### config.mk
export PLATFORM = sky130hd
export DESIGN_NAME = clock_display_mux_serializer_core
export DESIGN_NICKNAME = d
export VERILOG_FILES = /design/src/cdms_pkg.sv /design/src/clock_display_mux_serializer_core.sv /design/src/cdms_decode.sv /design/src/cdms_serializer.sv
export SDC_FILE = /design/constraint.sdc
export NUM_CORES = 1
export LEC_CHECK = 0
export BUFFER_PORTS_ARGS = -buffer_cell sky130_fd_sc_hd__buf_2
export CAP_MARGIN = 0
export CELL_PAD_IN_SITES_DETAIL_PLACEMENT = 0
export CELL_PAD_IN_SITES_GLOBAL_PLACEMENT = 2
export CORE_AREA = 5 5 159 161
export DETAILED_ROUTE_END_ITERATION = 10
export DIE_AREA = 0 0 164 166
export PLACE_DENSITY = 0.81
export SLEW_MARGIN = 30
export SYNTH_ARGS = -nofsm -noshare
export SYNTH_HDL_FRONTEND = slang
export SYNTH_SLANG_ARGS = --single-unit
### constraint.sdc
create_clock -name clk -period 14.2 [get_ports clk]
set_input_delay 1.42 -clock clk [delete_from_list [all_inputs] [get_ports clk]]
set_output_delay 1.42 -clock clk [all_outputs]
set_load 0.02 [all_outputs]
### src/cdms_pkg.sv
// ----------------------------------------------------------------------------
// cdms_pkg: shared constants and helpers for the clock display serializer
// Glyph tables, digit split, frame layout sizes and the decode-to-serializer
// control struct.
// ----------------------------------------------------------------------------
package cdms_pkg;

    localparam int DIGITS_PER_MODULE = 4;
    localparam int POS_W             = (DIGITS_PER_MODULE > 2) ? $clog2(DIGITS_PER_MODULE) : 1;
    localparam int FRAME_W           = 32;
    localparam int BIT_CNT_W         = $clog2(FRAME_W);
    localparam int VALUE_W           = 7;
    localparam int SEG_W             = 8;
    localparam int TIME_DIGITS       = 6;

    localparam logic [1:0] MODE_DASH   = 2'd0;
    localparam logic [1:0] MODE_CD     = 2'd1;
    localparam logic [1:0] MODE_SA     = 2'd2;
    localparam logic [1:0] MODE_UNUSED = 2'd3;

    localparam logic CMD_SET_TIME = 1'b0;
    localparam logic CMD_SCAN     = 1'b1;

    localparam logic [SEG_W-1:0] GLYPH_OFF    = 8'hFF;
    localparam logic [SEG_W-1:0] SEG_DOT_MASK = 8'h7F;

    localparam logic [SEG_W-1:0] DIGIT_GLYPH [10] = '{
        8'hC0, 8'hF9, 8'hA4, 8'hB0, 8'h99, 8'h92, 8'h82, 8'hF8, 8'h80, 8'h90
    };

    typedef struct packed {
        logic               load;
        logic [FRAME_W-1:0] frame;
    } frame_load_t;

    // Segment pattern of one decimal digit, blank above nine
    function automatic logic [SEG_W-1:0] glyph_of(input logic [3:0] v);
        logic [SEG_W-1:0] g;
        g = GLYPH_OFF;
        if (v < 4'd10)
        begin
            g = DIGIT_GLYPH[v];
        end
        return g;
    endfunction

    // Tens digit by reciprocal multiply: exact for every 7-bit value
    function automatic logic [3:0] tens_of(input logic [VALUE_W-1:0] v);
        logic [14:0] prod;
        prod = 15'(v) * 15'd205;
        return prod[14:11];
    endfunction

    function automatic logic [3:0] ones_of(input logic [VALUE_W-1:0] v);
        logic [VALUE_W-1:0] t10;
        t10 = VALUE_W'(tens_of(v)) * VALUE_W'(10);
        return 4'(v - t10);
    endfunction

    // Mode text glyph for module-1 digit 0 or 1
    function automatic logic [SEG_W-1:0] text_glyph(input logic [1:0] mode, input logic idx);
        logic [SEG_W-1:0] g;
        case (mode)
            MODE_CD: g = idx ? 8'hA1 : 8'hC6;
            MODE_SA: g = idx ? 8'h88 : 8'h92;
            default: g = 8'hBF;
        endcase
        return g;
    endfunction

endpackage

### src/clock_display_mux_serializer_core.sv
// ----------------------------------------------------------------------------
// clock_display_mux_serializer_core: two-module seven-segment scan serializer
//
// Channel   Dir  Signals                           Contents
// s_axis    in   tvalid/tready/tdata[23:0]/tuser   set-time or scan tick
// m_axis    out  tvalid/tready/tdata[7:0]/tlast    one serial bit, latch mark
// cfg       in   cfg_we/cfg_wdata[1:0]             mode text select
//
// A set-time transaction updates the stored digits; a scan tick produces 32
// output transactions, one per cycle unless stalled, set by the single shift register.
// The next scan frame loads in the cycle its predecessor's last bit is taken.
// Reset clears the segment registers to zero, the scan position to 0 and mode to dashes.
// Output stalls hold the shift register; a waiting scan tick holds the input.
// ----------------------------------------------------------------------------
module clock_display_mux_serializer_core
(
    input  logic        clk,
    input  logic        rst_n,
    input  logic        s_axis_tvalid,
    output logic        s_axis_tready,
    input  logic [23:0] s_axis_tdata,   // hours[6:0], minutes[13:7], seconds[20:14], zero
    input  logic        s_axis_tuser,   // cmd: 0 set-time, 1 scan tick
    output logic        m_axis_tvalid,
    input  logic        m_axis_tready,
    output logic [7:0]  m_axis_tdata,   // serial_bit[0], zero
    output logic        m_axis_tlast,   // latch_after
    input  logic        cfg_we,
    input  logic [1:0]  cfg_wdata
);
    import cdms_pkg::*;

    frame_load_t frame_load;
    logic        load_ready;

    cdms_decode u_decode
    (
        .clk           (clk),
        .rst_n         (rst_n),
        .s_axis_tvalid (s_axis_tvalid),
        .s_axis_tready (s_axis_tready),
        .s_axis_tdata  (s_axis_tdata),
        .s_axis_tuser  (s_axis_tuser),
        .cfg_we        (cfg_we),
        .cfg_wdata     (cfg_wdata),
        .load_ready    (load_ready),
        .frame_load    (frame_load)
    );

    cdms_serializer u_serializer
    (
        .clk           (clk),
        .rst_n         (rst_n),
        .frame_load    (frame_load),
        .load_ready    (load_ready),
        .m_axis_tvalid (m_axis_tvalid),
        .m_axis_tready (m_axis_tready),
        .m_axis_tdata  (m_axis_tdata),
        .m_axis_tlast  (m_axis_tlast)
    );

    // A frame never overwrites bits still waiting to go out
    assert property (@(posedge clk) disable iff (!rst_n)
        frame_load.load |-> (!m_axis_tvalid || (m_axis_tready && m_axis_tlast)))
        else $error("frame loaded over an unfinished frame");

    // A loaded frame shows up on the output in the next cycle
    assert property (@(posedge clk) disable iff (!rst_n)
        frame_load.load |=> (m_axis_tvalid && !m_axis_tlast))
        else $error("loaded frame not presented");

    // Mid-frame bits keep the output busy
    assert property (@(posedge clk) disable iff (!rst_n)
        (m_axis_tvalid && m_axis_tready && !m_axis_tlast) |=> m_axis_tvalid)
        else $error("frame cut short");

endmodule

### src/cdms_decode.sv
// ----------------------------------------------------------------------------
// cdms_decode: input register, display state and frame build
// Holds the incoming transaction, keeps the digit segments, mode text and
// scan position, and builds the 32-bit frame for each scan tick.
// ----------------------------------------------------------------------------
module cdms_decode
(
    input  logic                          clk,
    input  logic                          rst_n,
    input  logic                          s_axis_tvalid,
    output logic                          s_axis_tready,
    input  logic [23:0]                   s_axis_tdata,
    input  logic                          s_axis_tuser,
    input  logic                          cfg_we,
    input  logic [1:0]                    cfg_wdata,
    input  logic                          load_ready,
    output cdms_pkg::frame_load_t         frame_load
);
    import cdms_pkg::*;

    logic               in_valid_reg;
    logic               in_cmd_reg;
    logic [VALUE_W-1:0] in_hours_reg;
    logic [VALUE_W-1:0] in_minutes_reg;
    logic [VALUE_W-1:0] in_seconds_reg;

    logic [SEG_W-1:0]   seg_reg  [TIME_DIGITS];
    logic [SEG_W-1:0]   seg_next [TIME_DIGITS];
    logic [1:0]         mode_reg;
    logic [POS_W-1:0]   pos_reg;
    logic [POS_W-1:0]   pos_next;

    logic               consume;
    logic [3:0]         digit;
    logic [SEG_W-1:0]   mod1_byte;
    logic [SEG_W-1:0]   mod2_byte;
    logic [SEG_W-1:0]   sel_byte;

    assign consume       = in_valid_reg && ((in_cmd_reg == CMD_SET_TIME) || load_ready);
    assign s_axis_tready = !in_valid_reg || consume;

    always_ff @(posedge clk or negedge rst_n)
    begin
        if (!rst_n)
        begin
            in_valid_reg <= 1'b0;
        end
        else if (s_axis_tready)
        begin
            in_valid_reg <= s_axis_tvalid;
        end
    end

    always_ff @(posedge clk)
    begin
        if (s_axis_tready && s_axis_tvalid)
        begin
            in_cmd_reg     <= s_axis_tuser;
            in_hours_reg   <= s_axis_tdata[6:0];
            in_minutes_reg <= s_axis_tdata[13:7];
            in_seconds_reg <= s_axis_tdata[20:14];
        end
    end

    // Set-time: split each value and store glyphs, dots on hour and minute ones
    always_comb
    begin
        for (int i = 0; i < TIME_DIGITS; i++)
        begin
            seg_next[i] = seg_reg[i];
        end
        if (consume && (in_cmd_reg == CMD_SET_TIME))
        begin
            seg_next[0] = glyph_of(tens_of(in_hours_reg));
            seg_next[1] = glyph_of(ones_of(in_hours_reg)) & SEG_DOT_MASK;
            seg_next[2] = glyph_of(tens_of(in_minutes_reg));
            seg_next[3] = glyph_of(ones_of(in_minutes_reg)) & SEG_DOT_MASK;
            seg_next[4] = glyph_of(tens_of(in_seconds_reg));
            seg_next[5] = glyph_of(ones_of(in_seconds_reg));
        end
    end

    always_comb
    begin
        pos_next = pos_reg;
        if (consume && (in_cmd_reg == CMD_SCAN))
        begin
            if (pos_reg == POS_W'(DIGITS_PER_MODULE - 1))
            begin
                pos_next = '0;
            end
            else
            begin
                pos_next = pos_reg + POS_W'(1);
            end
        end
    end

    always_ff @(posedge clk or negedge rst_n)
    begin
        if (!rst_n)
        begin
            for (int i = 0; i < TIME_DIGITS; i++)
            begin
                seg_reg[i] <= '0;
            end
            pos_reg  <= '0;
            mode_reg <= MODE_DASH;
        end
        else
        begin
            seg_reg <= seg_next;
            pos_reg <= pos_next;
            // Drop writes of the unused mode code
            if (cfg_we && (cfg_wdata != MODE_UNUSED))
            begin
                mode_reg <= cfg_wdata;
            end
        end
    end

    assign digit    = 4'(DIGITS_PER_MODULE - 1) - 4'(pos_reg);
    assign sel_byte = SEG_W'(1) << pos_reg;

    always_comb
    begin
        case (digit)
            4'd0:    mod1_byte = text_glyph(mode_reg, 1'b0);
            4'd1:    mod1_byte = text_glyph(mode_reg, 1'b1);
            4'd2:    mod1_byte = seg_reg[0];
            4'd3:    mod1_byte = seg_reg[1];
            default: mod1_byte = GLYPH_OFF;
        endcase
        case (digit)
            4'd0:    mod2_byte = seg_reg[2];
            4'd1:    mod2_byte = seg_reg[3];
            4'd2:    mod2_byte = seg_reg[4];
            4'd3:    mod2_byte = seg_reg[5];
            default: mod2_byte = GLYPH_OFF;
        endcase
    end

    assign frame_load.load  = in_valid_reg && (in_cmd_reg == CMD_SCAN) && load_ready;
    assign frame_load.frame = {mod2_byte, sel_byte, mod1_byte, sel_byte};

endmodule

### src/cdms_serializer.sv
// ----------------------------------------------------------------------------
// cdms_serializer: 32-bit frame shift register
// Presents the frame MSB first, one bit per output transaction, and marks
// the last bit as the latch point.
// ----------------------------------------------------------------------------
module cdms_serializer
(
    input  logic                  clk,
    input  logic                  rst_n,
    input  cdms_pkg::frame_load_t frame_load,
    output logic                  load_ready,
    output logic                  m_axis_tvalid,
    input  logic                  m_axis_tready,
    output logic [7:0]            m_axis_tdata,
    output logic                  m_axis_tlast
);
    import cdms_pkg::*;

    logic [FRAME_W-1:0]   shift_reg;
    logic [FRAME_W-1:0]   shift_next;
    logic [BIT_CNT_W-1:0] cnt_reg;
    logic [BIT_CNT_W-1:0] cnt_next;
    logic                 busy_reg;
    logic                 busy_next;
    logic                 last_bit;
    logic                 take;

    assign last_bit   = (cnt_reg == BIT_CNT_W'(FRAME_W - 1));
    assign take       = busy_reg && m_axis_tready;
    assign load_ready = !busy_reg || (m_axis_tready && last_bit);

    always_comb
    begin
        shift_next = shift_reg;
        cnt_next   = cnt_reg;
        busy_next  = busy_reg;
        if (frame_load.load)
        begin
            shift_next = frame_load.frame;
            cnt_next   = '0;
            busy_next  = 1'b1;
        end
        else if (take)
        begin
            // Advance to the next bit, or go idle after the latch bit
            shift_next = {shift_reg[FRAME_W-2:0], 1'b0};
            cnt_next   = cnt_reg + BIT_CNT_W'(1);
            busy_next  = !last_bit;
        end
    end

    always_ff @(posedge clk or negedge rst_n)
    begin
        if (!rst_n)
        begin
            busy_reg <= 1'b0;
            cnt_reg  <= '0;
        end
        else
        begin
            busy_reg <= busy_next;
            cnt_reg  <= cnt_next;
        end
    end

    always_ff @(posedge clk)
    begin
        shift_reg <= shift_next;
    end

    assign m_axis_tvalid = busy_reg;
    assign m_axis_tdata  = {7'b0, shift_reg[FRAME_W-1]};
    assign m_axis_tlast  = busy_reg && last_bit;

endmodule
Yosys cells after proc, flatten, opt, wreduce, memory -nomap -nowiden
Memories as Yosys holds them, arrays and structs flattened.
Index checks and enable logic that the tools add are counted.
{"block": "totals", "reg_bits": 111, "out_inout_bits": 11, "n_memories": 6, "rom_bits": 768, "inputBits": 32, "elab_cells": 109}
{"block": "classes", "n_addsub": 6, "n_shift": 1, "n_lt_le_gt_ge": 12, "mux": 29, "bitwise_logic": 7, "eq_ne": 8, "n_reduce_logical": 18, "n_mul": 6}
{"name": "(name not given)", "words": 16, "word_bits": 8, "read_ports": 1, "rd_clocked_by_memory_dff": 0, "wr": 0, "line_no": "cdms_pkg.sv:42", "text": "g = DIGIT_GLYPH[v];"}
{"name": "(name not given)", "words": 16, "word_bits": 8, "read_ports": 1, "rd_clocked_by_memory_dff": 0, "wr": 0, "line_no": "cdms_pkg.sv:42"}
{"name": "(name not given)", "words": 16, "word_bits": 8, "read_ports": 1, "rd_clocked_by_memory_dff": 0, "wr": 0, "line_no": "cdms_pkg.sv:42"}
{"name": "(name not given)", "words": 16, "word_bits": 8, "read_ports": 1, "rd_clocked_by_memory_dff": 0, "wr": 0, "line_no": "cdms_pkg.sv:42"}
{"name": "(name not given)", "words": 16, "word_bits": 8, "read_ports": 1, "rd_clocked_by_memory_dff": 0, "wr": 0, "line_no": "cdms_pkg.sv:42"}
{"name": "(name not given)", "words": 16, "word_bits": 8, "read_ports": 1, "rd_clocked_by_memory_dff": 0, "wr": 0, "line_no": "cdms_pkg.sv:42"}
{"op": "$mux W8", "count": 12}
{"op": "$mux W32", "count": 2}
{"op": "$pmux W8 S4", "count": 2}
{"op": "$mul A7 B8 Y15 const B", "count": 3}
{"op": "$mux W7", "count": 6}
{"op": "$ge A5 B5 Y1 const B", "count": 6}
{"op": "$not A4 Y5", "count": 6}
{"op": "$lt A4 B4 Y1 const B", "count": 6}
{"op": "$pmux W7 S2", "count": 1}
{"op": "$mul A4 B3 Y3 const B", "count": 3}
{"op": "$pmux W6 S2", "count": 1}
{"op": "$sub A4 B4 Y4", "count": 3}
{"op": "$logic_and A1 B1 Y1", "count": 10}
{"op": "$mux W5", "count": 2}
{"op": "$eq A4 B2 Y1 const B", "count": 2}
{"op": "$shl A1 B2 Y8 const A", "count": 1}
{"op": "$add A5 B1 Y5 const B", "count": 1}
{"op": "$eq A5 B5 Y1 const B", "count": 1}
{"op": "$eq A2 B2 Y1 const B", "count": 2}
{"op": "$eq A4 B1 Y1 const B", "count": 1}
{"op": "$logic_not A4 Y1", "count": 1}
{"op": "$logic_not A1 Y1", "count": 3}
{"op": "$logic_or A1 B1 Y1", "count": 3}
{"op": "$sub A2 B2 Y3 const A", "count": 1}
{"op": "other kinds (7)", "count": 8}

Longest topological paths before layout
Gate-level depths: netlist of the first run.
{"block": "logic_depth", "word_depth": 8, "mapped_depth": 20, "ltp_nobuf": 19}

By module
A second synthesis of the first run with hierarchy kept.
{"block": "hier_totals", "hier_cells": 777, "hier_area_um2": 8500.7}
{"module": "cdms_decode", "instances": 1, "area_each_um2": 6802.8, "cells_each": 670, "seq_area_each_um2": 1861.8}
{"module": "cdms_serializer", "instances": 1, "area_each_um2": 1697.9, "cells_each": 107, "seq_area_each_um2": 1111.1}

Worst setup path after synthesis of the first run
Ideal clock, no wire load.
{"block": "synth_timing", "kind": "register to register", "from": "register u_decode.in_hours_reg[4]", "to": "register u_decode.seg_reg[38] (netlist name)", "setup_ns": 0.123, "arrival_time_ns": 5.188, "period_less_slack_ns": 5.310, "stages_incl_launch_ff": 20, "required_time_ns": 14.077, "slack_ns": 8.890, "n_path_buf": 0, "path_cell_list": "edfxtp_1 > ha_1 > fa_1 > ha_1 > inv_1 > fa_1 > inv_1 > ha_1 > a211oi_2 > nor3_1 > a2111o_1 > nor2_1 > inv_1 > ha_1 > fa_1 > xor2_1 > nor3_2 > a211oi_4 > or2_4 > o221a_2"}
{"block": "synth_between", "elab_chain_len": 8, "elab_cells_between_ends": 9, "cone_classes": "add/sub: 1; mul: 2; order compare: 1; mux: 3; bitwise: 1; memory: 1"}
{"element": "start, declared", "line_no": "cdms_decode.sv:23", "text": "logic [VALUE_W-1:0] in_hours_reg;"}
{"element": "start signal, assigned", "line_no": "cdms_decode.sv:59", "text": "in_hours_reg <= s_axis_tdata[6:0];"}
{"element": "$mul A7 B8 Y15 *", "line_no": "cdms_pkg.sv:50", "text": "prod = 15'(v) * 15'd205;"}
{"element": "$mul A4 B3 Y3 *", "line_no": "cdms_pkg.sv:56", "text": "t10 = VALUE_W'(tens_of(v)) * VALUE_W'(10);"}
{"element": "$sub A4 B4 Y4 *", "line_no": "cdms_pkg.sv:57", "text": "return 4'(v - t10);"}
{"element": "$not A4 Y5 (not written as such)", "line_no": "cdms_pkg.sv:42"}
{"element": "$mem_v2 Z16 W8"}
{"element": "$mux W7 (not written as such) (2 in series)", "line_no": "cdms_pkg.sv:42"}
{"element": "$mux W7 *", "line_no": "cdms_pkg.sv:40", "text": "if (v < 4'd10)"}
{"element": "end signal, assigned", "line_no": "cdms_decode.sv:112", "text": "seg_reg <= seg_next;"}
{"element": "end, declared", "line_no": "cdms_decode.sv:27", "text": "logic [SEG_W-1:0] seg_reg [TIME_DIGITS];"}
Every way passes the cells marked *; elsewhere a longest branch is shown, timed or not. The select of a mux whose other input is x is not followed.
A chain may end at the register's enable or synchronous reset.

Worst setup path in the final report of the first run
{"block": "layout_timing", "from": "register u_decode.in_minutes_reg[4]", "to": "register u_decode.seg_reg[19] (netlist name)"}
{"block": "layout_between", "elab_chain_len": 8, "elab_cells_between_ends": 9, "cone_classes": "add/sub: 1; mul: 2; order compare: 1; mux: 3; bitwise: 1; memory: 1"}
{"element": "start, declared", "line_no": "cdms_decode.sv:24", "text": "logic [VALUE_W-1:0] in_minutes_reg;"}
{"element": "start signal, assigned", "line_no": "cdms_decode.sv:60", "text": "in_minutes_reg <= s_axis_tdata[13:7];"}
{"element": "$mul A7 B8 Y15 *", "line_no": "cdms_pkg.sv:50"}
{"element": "$mul A4 B3 Y3 *", "line_no": "cdms_pkg.sv:56"}
{"element": "$sub A4 B4 Y4 *", "line_no": "cdms_pkg.sv:57"}
{"element": "$not A4 Y5 (not written as such)", "line_no": "cdms_pkg.sv:42"}
{"element": "$mem_v2 Z16 W8"}
{"element": "$mux W7 (not written as such) (2 in series)", "line_no": "cdms_pkg.sv:42"}
{"element": "$mux W7 *", "line_no": "cdms_pkg.sv:40"}
Marked as above.

==> results of run 1 <==
## layout make-up
type	instances	area, um^2	area share, %
Timing Repair Buffer	38	205	2.24
Tap cell	324	405	4.43
Clock inverter	7	81.3	0.889
Inverter	80	300	3.28
Sequential cell	108	2970	32.5
Multi-Input combinational cell	586	4960	54.2
Clock buffer	9	225	2.46
## placed cells by master, fill, tap and decap left out, types with 4 or more instances in the layout
cell | synthesis | layout
nor3_1 | 8 | 8
xnor2_1 | 12 | 12
o211a_1 | 4 | 4
edfxtp_1 | 54 | 54
nand2b_1 | 9 | 9
buf_2 | 2 | 32
o21a_1 | 6 | 6
buf_4 | 11 | 6
clkbuf_16 | 0 | 9
nor2_1 | 58 | 58
fa_1 | 27 | 27
xor2_1 | 7 | 7
and2_1 | 16 | 16
conb_1 | 1 | 7
o211ai_1 | 5 | 5
ha_1 | 143 | 143
nand3_1 | 14 | 14
or3_1 | 8 | 8
a211oi_1 | 5 | 5
a31oi_1 | 16 | 16
or2_2 | 4 | 4
nor2b_1 | 10 | 9
o21ai_1 | 5 | 5
o32a_1 | 5 | 5
o32ai_1 | 6 | 6
inv_1 | 80 | 80
a21oi_1 | 29 | 29
o21ai_0 | 13 | 13
a21o_1 | 6 | 6
a22oi_1 | 17 | 17
a222oi_1 | 4 | 4
nand2_1 | 61 | 61
o31ai_1 | 12 | 12
dfrtp_1 | 54 | 54
mux2i_1 | 5 | 5
o22a_1 | 12 | 12
## critical path: cells and delay by family, from the launching register on
family	cells	cell delay [ns]
xor gates and xnor gates	4	1.48
AOI/OAI and AO/OA	4	0.82
DFF	1	0.46
muxes	1	0.35
adders and majority gates	7	2.57
buffers and inverters	3	0.26
## stage by stage
step                setup WS, ns  utilization (%)  hold WS [ns]
global placement            8.11             37.1         0.456
finish                      8.11             38.4         0.477
global route                7.65             38.4         0.526
floorplan                   8.89                -         0.439
CTS                         8.09             38.4         0.481
detailed placement          8.12             37.1         0.458
## path summary, 6_finish.rpt
path,start,endpoint,slack (ns),cells past startpoint
setup / recovery,u_decode.in_minutes_reg[4],u_decode.seg_reg[19],8.11,19
hold / removal,u_decode.seg_reg[33],u_decode.seg_reg[33],0.48,2
setup reg to reg,u_decode.in_minutes_reg[4],u_decode.seg_reg[19],8.11,19
hold reg to reg,u_decode.seg_reg[33],u_decode.seg_reg[33],0.48,2
max in group asynchronous,rst_n,u_decode.seg_reg[28],12.53,2
min in group asynchronous,rst_n,u_serializer.cnt_reg[3],1.18,2
## kinds of logic (layout without fill, tap and decap cells)
family                   after synthesis  count (layout)  synth area share [%]
AO/OA/AOI/OAI                        176             176                  15.8
XOR/XNOR                              21              21                  2.52
adder cells (fa/ha/maj)              170             170                  27.8
buffers and inverters                115             134                  5.67
flip-flops                           108             108                  35.5
multiplexers                           6               6                 0.732
other                                  1               7                0.0447
AND/OR/NAND/NOR                      206             206                  12.0
## per-layer routing
metal | routed length (um) | up-vias | GRT usage, %
met3 | 426 | 24 | 1.81
li1 | - | 2916 | -
met5 | 0 | - | 0
met4 | 365 | 0 | 3.98
met2 | 7370 | 80 | 19.5
met1 | 8410 | 2713 | 18.6
## power by group
group / internal, uW / leakage [uW] / switching [uW]
Combinational: 368 / 0.00290 / 510
Clock: 127 / 0.000150 / 134
Sequential: 414 / 0.00114 / 60.7
## cell usage after synthesis (5+ instances only)
master / instances
a21oi_1: 29
nor3_1: 8
o21a_1: 6
nor2b_1: 10
buf_4: 11
xnor2_1: 12
o21ai_1: 5
o32a_1: 5
o22a_1: 12
fa_1: 27
xor2_1: 7
a22oi_1: 17
a21o_1: 6
a31oi_1: 16
nand3_1: 14
inv_1: 80
o21ai_0: 13
o32ai_1: 6
or3_1: 8
nand2b_1: 9
mux2i_1: 5
dfrtp_1: 54
nor2_1: 58
ha_1: 143
clkbuf_1: 22
and2_1: 16
o211ai_1: 5
a211oi_1: 5
edfxtp_1: 54
nand2_1: 61
o31ai_1: 12
==> impl_metrics.py, run 1 <==
metrics = {
    "timing": {
        "setup_viol": 0,
        "finalCritPeriodShare_pct": 42.9,
        "finalHoldViolations": 0,
        "finalSetupTns_ns": 0,
        "finClkSkew_ns": 0.0143,
        "slew_headroom_pct": 44.3,
        "timing.fmax_mhz": 164,
        "rsz0062_at_grt": "false",
        "fin_crit_ns": 6.09,
        "drv_slew": 0,
        "tightest_slew_ns": 0.830,
    },
    "cts": {
        "ctsResizeCount": 0,
        "cts-root-buf": "clkbuf_16",
        "clk_latency_ns": 0.37,
        "ctsHoldBuffers": 0,
        "cts_tree": "done",
        "clock-sinks": 108,
        "cts.clk_slew.worst_paths_ns": 0.08,
        "cts_max_level": 3,
        "numCtsBuffers": 9,
        "clockBufferDepth": 2,
        "post_cts_buffers": 0,
    },
    "logic_synthesis": {
        "ys_seq_elements": 108,
        "netlist_instances": 803,
        "ys.warnings.count": 0,
        "synth_top_area_share_pct": 21.3,
        "yosysSeqAreaShare_pct": 35.5,
        "synth_edf_count": 54,
        "ys.flop_type": "edfxtp_1",
        "synth_cell_types": 71,
        "synthTopCellsByArea": "ha_1 (21%), edfxtp_1 (19%), dfrtp_1 (16%)",
        "syn_avg_cell_area_um2": 10.4,
        "async_flop_share_pct": 50.0,
        "netlist_area_mm2": 0.00838,
        "yosysTopAreaCell": "ha_1",
    },
    "global_routing": {
        "grt_pass1_wl_um": 28800,
        "antenna_found_initial": 0,
        "overflow": 0,
        "grt_pass1_vias": 5859,
        "grtUsageTotal_pct": 12.8,
        "grt_start_max_net_pins": 55,
    },
    "worst_setup_path": {
        "cpPeakStageDelay_ns": 0.67,
        "crit_slowest_cell": "xnor2_1",
        "crit_top_cell": "ha_1",
        "cp_max_fo": 11,
        "endpoint_kind": "flop",
        "critPathLaunchType": "flop",
        "crit_required_ns": 14.42,
        "critPathKind": "reg2reg",
        "arrival_ns": 6.31,
        "path_cells": "ha_1 > fa_1 > ha_1 > inv_1 > fa_1 > inv_1 > ha_1 > a21o_1 > a41oi_1 > o21ai_1 > xnor2_1 > inv_1 > ha_1 > fa_1 > xnor2_1 > xnor3_1 > xnor2_1 > mux2i_1 > a31oi_1",
    },
    "worst_hold_path": {
        "worstHoldPathType": "reg2reg",
    },
    "detailed_routing": {
        "wl_per_cell_um": 14.4,
        "dr.pass1.iters": 5,
        "routed_via_density": 4.98,
        "drc": 0,
        "ant_nets": 0,
        "drt-total-wl_um": 16600,
        "vias": 5733,
        "dr.first_iter.drc_count": 307,
    },
    "cells_and_area": {
        "nets": 1025,
        "stdcell_area_mm2": 0.00915,
        "largest_reg_flops": 43,
        "drive_gt1_share_pct": 9.06,
        "fillers": 2413,
        "insertedDiodeCount": 0,
        "area_delta_synth_final_pct": 9.21,
        "layout.cells.non_filler": 1152,
    },
    "floorplanning": {
        "num_rows": 57,
        "die_area_mm2": 0.0272,
        "start_util_pct": 35.2,
        "die_h_um": 166,
        "die_w_um": 164,
        "ios": 43,
        "core_area_mm2": 0.0238,
    },
    "power": {
        "p_total_uw": 1610,
        "p_leak_uw": 0.00419,
        "p_per_area_mw_per_mm2": 176,
        "vdd_ir_drop_max_v": 0.0000789,
    },
    "placement": {
        "placed_cell_area_mm2": 0.00885,
        "place_inst": 1136,
        "place_hpwl_um": 12600,
        "port_buffers": 32,
        "place.gp.congestion": 0.789,
    },
    "status": {
        "status": "finished clean",
    },
    "flow_run": {
        "drv_cap": 0,
    },
}
Note: power is estimated with default switching activity, not from simulation.
==> run 2, diff against run 1 <==
- PLACE_DENSITY: 0.81 -> 0.84
- clock period: 14.2 -> 5.3 ns (I/O delays scaled with it)
==> impl_metrics.py, run 2 (synthesis gave the netlist of run 1 again) <==
metrics = {
    "placement": {
        "place_hpwl_um": 12900,
        "dpl_worst_slack_ns": -0.109,
        "port_buffers": 32,
        "place.gp.congestion": 0.765,
        "placed_cell_area_mm2": 0.00908,
    },
    "worst_setup_path": {
        "endpoint_kind": "flop",
        "critPathLaunchType": "flop",
        "cp_max_fo": 5,
        "arrival_ns": 5.45,
        "critPathKind": "reg2reg",
        "crit_required_ns": 5.56,
        "rrSetupSlack_ns": 0.11,
    },
    "detailed_routing": {
        "dr.first_iter.drc_count": 297,
        "vias": 6016,
        "wl_per_cell_um": 14.7,
        "dr.pass1.iters": 4,
        "routed_via_density": 4.98,
        "drt-total-wl_um": 17800,
        "ant_nets": 0,
        "drc": 0,
    },
    "status": {
        "status": "finished clean",
    },
    "global_routing": {
        "overflow": 0,
        "grt_pass1_vias": 5900,
        "grt_pass1_wl_um": 29000,
        "grtUsageTotal_pct": 12.9,
        "antenna_found_initial": 0,
        "grt_start_max_net_pins": 55,
    },
    "cells_and_area": {
        "drive_gt1_share_pct": 20.8,
        "area_delta_synth_final_pct": 19.5,
        "nets": 1080,
        "insertedDiodeCount": 0,
        "largest_reg_flops": 43,
        "final_cell_mix": "ha_1 (123), inv_1 (74), nand2_1 (60), nor2_1 (57)",
        "final_common_cell": "ha_1",
        "stdcell_area_mm2": 0.0100,
    },
    "timing": {
        "finalHoldViolations": 0,
        "finalCritPeriodShare_pct": 97.9,
        "drv_slew": 0,
        "setup_ws_ns": 0.113,
        "rsz0062_at_grt": "true",
        "finClkSkew_ns": 0.0130,
        "tightest_slew_ns": 0.759,
        "slew_headroom_pct": 49.1,
        "setup_viol": 0,
        "fin_crit_ns": 5.19,
        "timing.fmax_mhz": 193,
    },
    "cts": {
        "cts_tree": "done",
        "cts.clk_slew.worst_paths_ns": 0.09,
        "clk_latency_ns": 0.36,
        "clockBufferDepth": 2,
        "numCtsBuffers": 9,
        "clock-sinks": 108,
        "cts_max_level": 3,
        "cts-root-buf": "clkbuf_16",
        "ctsHoldBuffers": 0,
    },
    "power": {
        "p_per_area_mw_per_mm2": 510,
        "p_leak_uw": 0.00449,
        "vdd_ir_drop_max_v": 0.000386,
        "p_total_uw": 5110,
    },
    "floorplanning": {
        "ios": 43,
        "core_area_mm2": 0.0238,
        "die_w_um": 164,
        "num_rows": 57,
        "die_h_um": 166,
        "die_area_mm2": 0.0272,
        "start_util_pct": 35.2,
    },
    "worst_hold_path": {
        "worstHoldPathType": "in2async",
    },
    "flow_run": {
        "drv_cap": 0,
    },
}
[run 2: cell count changes in the layout (fill, tap and decap cells not counted), sizes merged]
cell,delta
buf,+52
nor4,+1
a211oi,+1
inv,-2
clkdlybuf4s15,+1
clkinv,+1
clkinvlp,+1
[run 2: stage by stage]
step | cells | hold slack [ns] | util (%) | setup TNS [ns]
detailed placement | 1167 | 0.469 | 38.1 | -0.486
CTS | 1189 | 0.317 | 39.7 | 0
finish | 1207 | 0.300 | 42.1 | 0
global placement | 1167 | 0.459 | 38.1 | -0.294
global route | 1207 | 0.309 | 42.1 | -0.528
floorplan | 809 | 0.234 | - | 0
[run 2: routing by layer]
layer	global-route usage (%)	routed length [um]	vias to the layer above
li1	-	-	3021
met1	18.0	8470	2916
met2	21.0	8610	60
met3	2.58	517	19
met4	2.30	206	0
met5	0	0	-
[run 2: path summary, 6_finish.rpt]
kind | start | to | cells after the start
max | u_decode.in_seconds_reg[4] | u_decode.seg_reg[4] | 21
min | rst_n | u_serializer.cnt_reg[2] | 2
max reg2reg | u_decode.in_seconds_reg[4] | u_decode.seg_reg[4] | 21
min reg2reg | u_decode.seg_reg[33] | u_decode.seg_reg[33] | 2
max in group asynchronous | rst_n | u_decode.seg_reg[30] | 2
min in group clk | s_axis_tuser | u_decode.in_cmd_reg | 1
[run 2: where the power goes]
part	internal, uW	switching, uW	leakage, uW
registers	1110	152	0.00114
logic	1520	1650	0.00321
clock network	335	344	0.000145
total	2960	2140	0.00449
[run 2: timing repair]
item / CTS / global route
gates resized for setup: 6 / 65
cloned: 2 / 2
setup buffers: 4 / 16
endpoints found under the setup margin: 11 / 21
pin swaps: 4 / 33
[run 2: final cells by class]
cell class	count	area, um^2
fillers	2306	13800
multi-input cells	588	5410
flip-flops and latches	108	2970
repair buffers	91	626
well taps	324	405
inverters	80	300
clock buffers	9	225
clock inverters	7	76.3
[run 2: critical path: stages (launching register included)]
cell and delay [ns]:
edfxtp_1 0.51, ha_4 0.33, fa_1 0.40, ha_1 0.30
inv_2 0.04, fa_1 0.49, inv_2 0.05, ha_4 0.26
nand2_2 0.05, or4_4 0.56, nand2_4 0.10, xnor2_2 0.12
inv_2 0.08, ha_4 0.17, fa_2 0.40, xnor2_2 0.16
xnor3_1 0.27, xnor2_2 0.25, buf_6 0.16, buf_6 0.10
a21oi_2 0.04, a311oi_1 0.24
